<file path="src/sv/steered_odometry_integrator_core_assert.svh">
// ----------------------------------------------------------------------------
// Assertion macros for the steered odometry integrator core
// Concurrent checks written as one-line macro calls in the RTL.
// ----------------------------------------------------------------------------
`ifndef STEERED_ODOMETRY_INTEGRATOR_CORE_ASSERT_SVH
`define STEERED_ODOMETRY_INTEGRATOR_CORE_ASSERT_SVH

// Same-cycle implication, checked at every rising clock edge outside reset.
`define SOI_ASSERT_SAME(label, clk, rst_n, ante, cons) \
	label: assert property (@(posedge clk) disable iff (!(rst_n)) (ante) |-> (cons)) \
		else $error("soi assertion failed");

// Next-cycle implication, checked at every rising clock edge outside reset.
`define SOI_ASSERT_NEXT(label, clk, rst_n, ante, cons) \
	label: assert property (@(posedge clk) disable iff (!(rst_n)) (ante) |=> (cons)) \
		else $error("soi assertion failed");

`endif

</file>
<file path="src/sv/soi_pkg.sv">
// ----------------------------------------------------------------------------
// soi_pkg
// Shared types and constants of the steered odometry integrator.
// ----------------------------------------------------------------------------
`default_nettype none

package soi_pkg;

	// Configuration register indexes.
	localparam logic [1:0] CFG_DIST_PER_COUNT  = 2'd0;
	localparam logic [1:0] CFG_TURN_PER_STEER  = 2'd1;
	localparam logic [1:0] CFG_STEER_NEUTRAL   = 2'd2;

	localparam logic [23:0] RST_DIST_PER_COUNT = 24'd12906;
	localparam logic [19:0] RST_TURN_PER_STEER = 20'd95444;
	localparam logic [7:0]  RST_STEER_NEUTRAL  = 8'd96;

	// Q30 of the reciprocal of the infinite CORDIC gain, used as the start vector.
	localparam logic signed [33:0] CORDIC_GAIN_Q30 = 34'sd652032874;

	// Result of the CORDIC unit: done level and the rotated unit vector (Q30).
	typedef struct packed {
		logic               done;
		logic signed [32:0] cos_v;
		logic signed [32:0] sin_v;
	} soi_cordic_res_t;

	// Rounded atan(2^-i) in binary angle units, 2^32 = one turn.
	function automatic logic [31:0] atan_entry(input logic [4:0] i);
		logic [31:0] r;
		case (i)
			5'd0:  r = 32'd536870912;
			5'd1:  r = 32'd316933406;
			5'd2:  r = 32'd167458907;
			5'd3:  r = 32'd85004756;
			5'd4:  r = 32'd42667331;
			5'd5:  r = 32'd21354465;
			5'd6:  r = 32'd10679838;
			5'd7:  r = 32'd5340245;
			5'd8:  r = 32'd2670163;
			5'd9:  r = 32'd1335087;
			5'd10: r = 32'd667544;
			5'd11: r = 32'd333772;
			5'd12: r = 32'd166886;
			5'd13: r = 32'd83443;
			5'd14: r = 32'd41722;
			5'd15: r = 32'd20861;
			5'd16: r = 32'd10430;
			5'd17: r = 32'd5215;
			5'd18: r = 32'd2608;
			5'd19: r = 32'd1304;
			5'd20: r = 32'd652;
			5'd21: r = 32'd326;
			5'd22: r = 32'd163;
			5'd23: r = 32'd81;
			5'd24: r = 32'd41;
			5'd25: r = 32'd20;
			5'd26: r = 32'd10;
			5'd27: r = 32'd5;
			5'd28: r = 32'd3;
			5'd29: r = 32'd1;
			default: r = 32'd0;
		endcase
		return r;
	endfunction

endpackage

`default_nettype wire

</file>
<file path="src/sv/soi_cordic.sv">
// ----------------------------------------------------------------------------
// soi_cordic
// Iterative CORDIC rotation: one shift-add step per cycle on shared adders.
// ----------------------------------------------------------------------------
`default_nettype none

module soi_cordic #(
	parameter int STEPS = 16
) (
	input  wire logic                     clk,
	input  wire logic                     arst_n,
	input  wire logic                     start,
	input  wire logic [31:0]              ang,
	output soi_pkg::soi_cordic_res_t      res
);

	localparam int ITER_W = $clog2(STEPS);
	localparam logic [ITER_W-1:0] LAST_ITER = ITER_W'(STEPS - 1);

	typedef enum logic [1:0] {
		CS_IDLE,
		CS_ROT,
		CS_FIX
	} cs_state_t;

	cs_state_t              state_q;
	logic [ITER_W-1:0]      iter_q;
	logic                   flip_q;
	logic                   done_q;
	logic signed [33:0]     x_q;
	logic signed [33:0]     y_q;
	logic signed [32:0]     z_q;

	logic signed [32:0]     z_in;
	logic signed [32:0]     z_start;
	logic                   flip_start;
	logic signed [33:0]     xs;
	logic signed [33:0]     ys;
	logic signed [32:0]     atan_v;

	// Angles beyond a quarter turn are folded by half a turn; the result is
	// negated at the end.
	always_comb begin
		z_in = $signed({ang[31], ang});
		z_start = z_in;
		flip_start = 1'b0;
		if (z_in > 33'sd1073741824) begin
			z_start = z_in - 33'sd2147483648;
			flip_start = 1'b1;
		end else if (z_in < -33'sd1073741824) begin
			z_start = z_in + 33'sd2147483648;
			flip_start = 1'b1;
		end
	end

	assign xs = x_q >>> iter_q;
	assign ys = y_q >>> iter_q;
	assign atan_v = $signed({1'b0, soi_pkg::atan_entry(5'(iter_q))});

	always_ff @(posedge clk or negedge arst_n) begin
		if (!arst_n) begin
			state_q <= CS_IDLE;
			iter_q <= '0;
			flip_q <= 1'b0;
			done_q <= 1'b0;
		end else begin
			case (state_q)
				CS_IDLE: begin
					if (start) begin
						x_q <= soi_pkg::CORDIC_GAIN_Q30;
						y_q <= '0;
						z_q <= z_start;
						flip_q <= flip_start;
						iter_q <= '0;
						done_q <= 1'b0;
						state_q <= CS_ROT;
					end
				end
				CS_ROT: begin
					// A residual angle of zero rotates in the positive direction.
					if (!z_q[32]) begin
						x_q <= x_q - ys;
						y_q <= y_q + xs;
						z_q <= z_q - atan_v;
					end else begin
						x_q <= x_q + ys;
						y_q <= y_q - xs;
						z_q <= z_q + atan_v;
					end
					if (iter_q == LAST_ITER) begin
						state_q <= CS_FIX;
					end else begin
						iter_q <= iter_q + 1'b1;
					end
				end
				CS_FIX: begin
					if (flip_q) begin
						x_q <= -x_q;
						y_q <= -y_q;
					end
					done_q <= 1'b1;
					state_q <= CS_IDLE;
				end
				default: begin
					state_q <= CS_IDLE;
				end
			endcase
		end
	end

	assign res.done = done_q;
	assign res.cos_v = x_q[32:0];
	assign res.sin_v = y_q[32:0];

endmodule

`default_nettype wire

</file>
<file path="config.mk">
export PLATFORM = sky130hd
export DESIGN_NAME = soi_cordic
export DESIGN_NICKNAME = d
export VERILOG_FILES = /design/src/sv/steered_odometry_integrator_core_assert.svh /design/src/sv/soi_pkg.sv /design/src/sv/soi_cordic.sv
export SDC_FILE = /design/constraint.sdc
export NUM_CORES = 1
export LEC_CHECK = 0
export CAP_MARGIN = 20
export CORE_ASPECT_RATIO = 1.2
export CORE_MARGIN = 4
export CORE_UTILIZATION = 40
export DETAILED_ROUTE_END_ITERATION = 10
export DONT_BUFFER_PORTS = 1
export GPL_TIMING_DRIVEN = 1
export SLEW_MARGIN = 5
export SYNTH_ARGS = -nofsm -noshare
export SYNTH_HDL_FRONTEND = slang
export SYNTH_SLANG_ARGS = --single-unit
export TNS_END_PERCENT = 1
</file>
<file path="constraint.sdc">
create_clock -name clk -period 10.6 [get_ports clk]
set_clock_uncertainty 0.05 [all_clocks]
set_input_delay 1.06 -clock clk [delete_from_list [all_inputs] [get_ports clk]]
set_output_delay 1.06 -clock clk [all_outputs]
set_load 0.01 [all_outputs]
</file>
# Word-level counts from Yosys, hierarchy flattened
# Memory sizes are Yosys's and may differ from the RTL's.
# Cells that the tools add are included.
[op_classes]
n_eq_ne = 7
magnitude_cmp = 2
n_mux = 23
n_addsub = 11
n_shift = 2
n_reduce_logical = 10
[op_table]
columns = ["cell", "n"]
rows = [
  ["two-way mux 34 bit", 6],
  ["one-hot mux 34 bit (3 select lines)", 2],
  ["two-way mux 33 bit", 4],
  ["adder 34 bit", 2],
  ["negation 34 bit", 2],
  [">>> shifter 34 x 4 -> 34 bit", 2],
  ["subtractor 34 bit", 2],
  ["one-hot mux 33 bit (2 select lines)", 1],
  ["adder 32 x 33 -> 33 bit (second input constant)", 1],
  ["adder 33 bit", 1],
  ["subtractor 32 x 33 -> 33 bit (second input constant)", 1],
  ["subtractor 33 bit", 1],
  ["greater-than comparator 32 bit (second input constant)", 1],
  ["< comparator 32 x 31 -> 1 bit (second input constant)", 1],
  ["two-way mux 4 bit", 2],
  ["inequality test 2 bit (second input constant)", 4],
  ["one-hot mux 4 bit (2 select lines)", 1],
  ["AND reduction 2 bit", 3],
  ["AND reduction 3 bit", 2],
  ["adder 4 x 1 -> 4 bit (second input constant)", 1],
  ["equality test 4 bit (second input constant)", 1],
  ["two-way mux 2 bit", 2],
  ["one-hot mux 2 bit (2 select lines)", 1],
  ["AND reduction 4 bit", 1],
  ["other kinds (7)", 10],
]
[word_totals]
rom_bits = 480
memories = 1
reg_bits = 109
[memory_table]
columns = ["memory", "words", "width", "read_ports", "rd_ports_with_merged_regs", "write_ports", "line", "source"]
rows = [
  ["(name not given)", 16, 30, 1, 0, 0, "soi_pkg.sv:31", "case (i)"],
]

# Logic depth before layout (Yosys ltp)
[logic_depth]
ltp_word = 5
depth_mapped = 30
ltp_nobuf = 24

# Worst setup path before layout
# Ideal clock, no wire load.
[synth_path]
path_type = "input -> register"
start = "input start"
end = "register x_q[0] (enable)"
n_path_buf = 0
path_slack_ns = 1.756
required_ns = 9.864
arrival_time_ns = 8.108
path_stages = 2
setup_ns = 0.686
cell_sequence = "nor2b_1 nor4b_1"
[synth_between]
elab_chain_cells = 2
[synth_rtl]
columns = ["item", "line", "source"]
rows = [
  ["start: declaration", "soi_cordic.sv:12", "input wire logic start,"],
  ["inequality test 2 bit (no source line)", "-", ""],
  ["AND reduction 4 bit (no source line)", "-", ""],
  ["end signal: assignment", "soi_cordic.sv:70", "x_q <= soi_pkg::CORDIC_GAIN_Q30;"],
  ["end signal: assignment", "soi_cordic.sv:82", "x_q <= x_q - ys;"],
  ["end signal: assignment", "soi_cordic.sv:86", "x_q <= x_q + ys;"],
  ["end: declaration", "soi_cordic.sv:30", "logic signed [33:0] x_q;"],
]
# Every way passes these cells.
# A chain may end at the register's enable or synchronous reset.

# Worst setup path after layout
[layout_path]
start = "register iter_q[2]"
end = "register z_q[31] (data pin)"
[layout_between]
elab_chain_cells = 4
word_cells_on_any_way = 5
[layout_rtl]
columns = ["item", "line", "source"]
rows = [
  ["start: declaration", "soi_cordic.sv:27", "logic [ITER_W-1:0] iter_q;"],
  ["start signal: assignment", "soi_cordic.sv:93", "iter_q <= iter_q + 1'b1;"],
  ["memory (16 x 30 bit) *", "-", ""],
  ["subtractor 33 bit or adder 33 bit (tied branches)", "soi_cordic.sv:84, soi_cordic.sv:88", ""],
  ["two-way mux 33 bit *", "soi_cordic.sv:81", "if (!z_q[32]) begin"],
  ["one-hot mux 33 bit (2 select lines) *", "soi_cordic.sv:67", "case (state_q)"],
  ["end signal: assignment", "soi_cordic.sv:72", "z_q <= z_start;"],
  ["end signal: assignment", "soi_cordic.sv:84", "z_q <= z_q - atan_v;"],
  ["end signal: assignment", "soi_cordic.sv:88", "z_q <= z_q + atan_v;"],
  ["end: declaration", "soi_cordic.sv:32", "logic signed [32:0] z_q;"],
]
# Every way passes the cells marked *; elsewhere a longest branch is shown, timed or not.

==> qor.yml <==
sta:
  tns_ps: 0
  setup_viol: 0
  whs_ps: 297
  fin_crit_sh: 0.634
  fin_crit_ps: 6720
  relSlewSlack: 0.306
  worstMarginPinSlew_ps: 1040
  rsz0062_at_grt: "false"
  slew_viol_final: 0
  hold_viol_final: 0
  max_freq_mhz: 149
clock_network:
  holdBufCountCts: 0
  cts_resized: 0
  clockBufferDepth: 2
  tritoncts: "yes"
  clk_pin_slew_worst_paths_ps: 80
  post_cts_buffers: 0
  htreeDepth: 3
  insertion_delay_ps: 400
  cts_sinks: 109
  cts_buffers: 9
  root_buffer: "clkbuf_16"
detailed_routing:
  drt_wl_total_um: 52400
  drtPass1Iterations: 8
  via_per_inst: 6.25
  remaining_drc_errors: 0
  drtIter0Drc: 1164
  antenna_left: 0
  vias: 15102
  post_drt_wl_per_cell_um: 21.7
synthesis:
  synth_edf_count: 101
  synth_commonest_cells: "168 x a21oi_1, 166 x nand2_1, 162 x nor2_1"
  yosys.area.top_type: "edfxtp_1"
  synth-seq-cells: 109
  yosysSeqAreaShare: 0.190
  synth_cells: 2019
  synth_cell_types: 96
  syn_nets: 2170
  yosys_warnings: 0
  synth_top_area_frac: 0.179
  synth-main-ff-cell: "edfxtp_1"
  syn_area_mm2: 0.0170
  synth_area_per_cell_um2: 8.41
  synthArstFlopShare: 0.0734
  yosysMostFrequentCell: "a21oi_1"
  ys_top_cells_by_area: "edfxtp_1 18%, ha_1 8.3%, xnor2_1 7.1%"
floorplanning:
  start_util: 0.406
  io_pins: 102
  core_mm2: 0.0419
  die_area_mm2: 0.0458
  row_count: 82
  die_w_um: 196
  die_h_um: 234
cells_and_area:
  fin_nets: 2016
  diodes: 0
  drive_gt1_frac: 0.0802
  area_growth_syn_to_layout_pct: 0.537
grt:
  grt_pass1_wl_um: 83200
  grtUsageTotal: 0.225
  grt_max_degree: 74
  antenna_found_initial: 0
  grt_pass1_vias: 14980
  overflow: 0
worst_setup_path:
  criticalPathCategory: "reg2reg"
  start_kind: "flop"
  rrSetupSlack_ps: 3880
  r2r_cells: 22
  r2r_end: "z_q[31]$_DFFE_PP_"
  crit_required_ps: 10700
  endpoint_kind: "flop"
  reg2reg_from: "iter_q[2]$_DFFE_PN0P_"
  cp.arrival_ps: 6820
  crit_fanout: 63
placed_design:
  gp_congestion: 0.950
  dp_hpwl_um: 40200
  io_buffer_count: 0
hold_path:
  hold_class: "in2async"
outcome:
  status: "completed"
run:
  cap_violations: 0
[sequential cells by signal, summed over array words and instances, names as in the netlist]
signal   cells
done_q       1
y_q         34
flip_q       1
z_q         33
state_q      2
iter_q       4
x_q         34
[worst max-delay path by stage]
stage                               start                 to  cells after the start
global route        iter_q[1]$_DFFE_PN0P_  y_q[32]$_DFFE_PP_                     19
global placement    iter_q[1]$_DFFE_PN0P_  y_q[33]$_DFFE_PP_                     20
CTS                 iter_q[1]$_DFFE_PN0P_  y_q[33]$_DFFE_PP_                     20
finish              iter_q[2]$_DFFE_PN0P_  z_q[31]$_DFFE_PP_                     22
floorplan                           start   x_q[0]$_DFFE_PP_                      2
detailed placement  iter_q[1]$_DFFE_PN0P_  y_q[33]$_DFFE_PP_                     20
[critical path, stage by stage, from the launching register on]
cell      delay, ps
dfrtp_4         800
buf_4           690
nor2b_1         340
nor2_1          110
o21ai_0         390
and3b_1         260
nor2b_1         170
nor2b_1         250
and3_1          220
and3_1          180
or2_2           260
xnor2_1         110
ha_1            390
a21o_1          210
a21o_1          160
a21oi_1         190
a32oi_1         150
a211oi_1        400
nor3_1          150
o31ai_1         310
a21oi_1         120
or3_1           310
a31o_2          230
[cells in the final DEF (no fill, tap or decap), types with 11 or more instances in the layout]
| cell | count |
|---|---|
| a22oi_1 | 26 |
| and2_1 | 15 |
| mux4_1 | 14 |
| or3_1 | 14 |
| nor2_1 | 162 |
| a211oi_1 | 18 |
| a221o_1 | 15 |
| nor3_1 | 44 |
| mux2_2 | 44 |
| a31oi_1 | 31 |
| xor2_1 | 86 |
| nor2b_1 | 23 |
| o211ai_1 | 13 |
| o21a_1 | 16 |
| nor4_1 | 17 |
| a21oi_1 | 168 |
| xnor2_1 | 137 |
| and3_1 | 18 |
| o22ai_1 | 27 |
| a21o_1 | 48 |
| ha_1 | 111 |
| mux2i_1 | 68 |
| nand2_1 | 166 |
| nand4_1 | 15 |
| nand3_1 | 35 |
| mux4_2 | 33 |
| o21ai_0 | 100 |
| edfxtp_1 | 101 |
| inv_1 | 56 |
| buf_4 | 15 |
| nand2b_1 | 31 |
| nor3b_1 | 11 |
[metal layers]
metal / vias up / wire length, um / global-route usage
li1: 7181 / - / -
met1: 7343 / 20500 / 0.259
met2: 461 / 26900 / 0.415
met3: 117 / 2660 / 0.0310
met4: 0 / 2230 / 0.100
met5: - / 0 / 0
[cells by family (layout without fill, tap and decap cells)]
logic type                 count (synthesis)  after routing  share of synthesized area
adders and majority gates                116            116                     0.0868
xor gates and xnor gates                 224            224                      0.116
and+or+nand+nor                          592            592                      0.171
muxes                                    165            165                      0.140
DFF                                      109            109                      0.190
buffers and inverters                    239             90                     0.0752
AOI/OAI and AO/OA                        574            574                      0.220
[metrics by stage]
stage	setup slack, ps	cells	utilization	cell area, um2
floorplan	1760	2019	-	17000
detailed placement	3920	2400	0.400	16800
CTS	3910	2416	0.408	17100
global route	3390	2416	0.408	17100
finish	3880	2416	0.408	17100
global placement	4000	2400	0.400	16800
[cell type report]
| type | count | area, um2 |
|---|---|---|
| Fill cell | 4281 | 24800 |
| Multi-Input combinational cell | 1671 | 12500 |
| Sequential cell | 109 | 3250 |
| Tap cell | 546 | 683 |
| Clock buffer | 11 | 233 |
| Inverter | 59 | 221 |
| Timing Repair Buffer | 15 | 113 |
| Clock inverter | 5 | 82.6 |
Power is not shown: default switching activity piles up to over one toggle a cycle in this logic, so the estimate is an artifact.
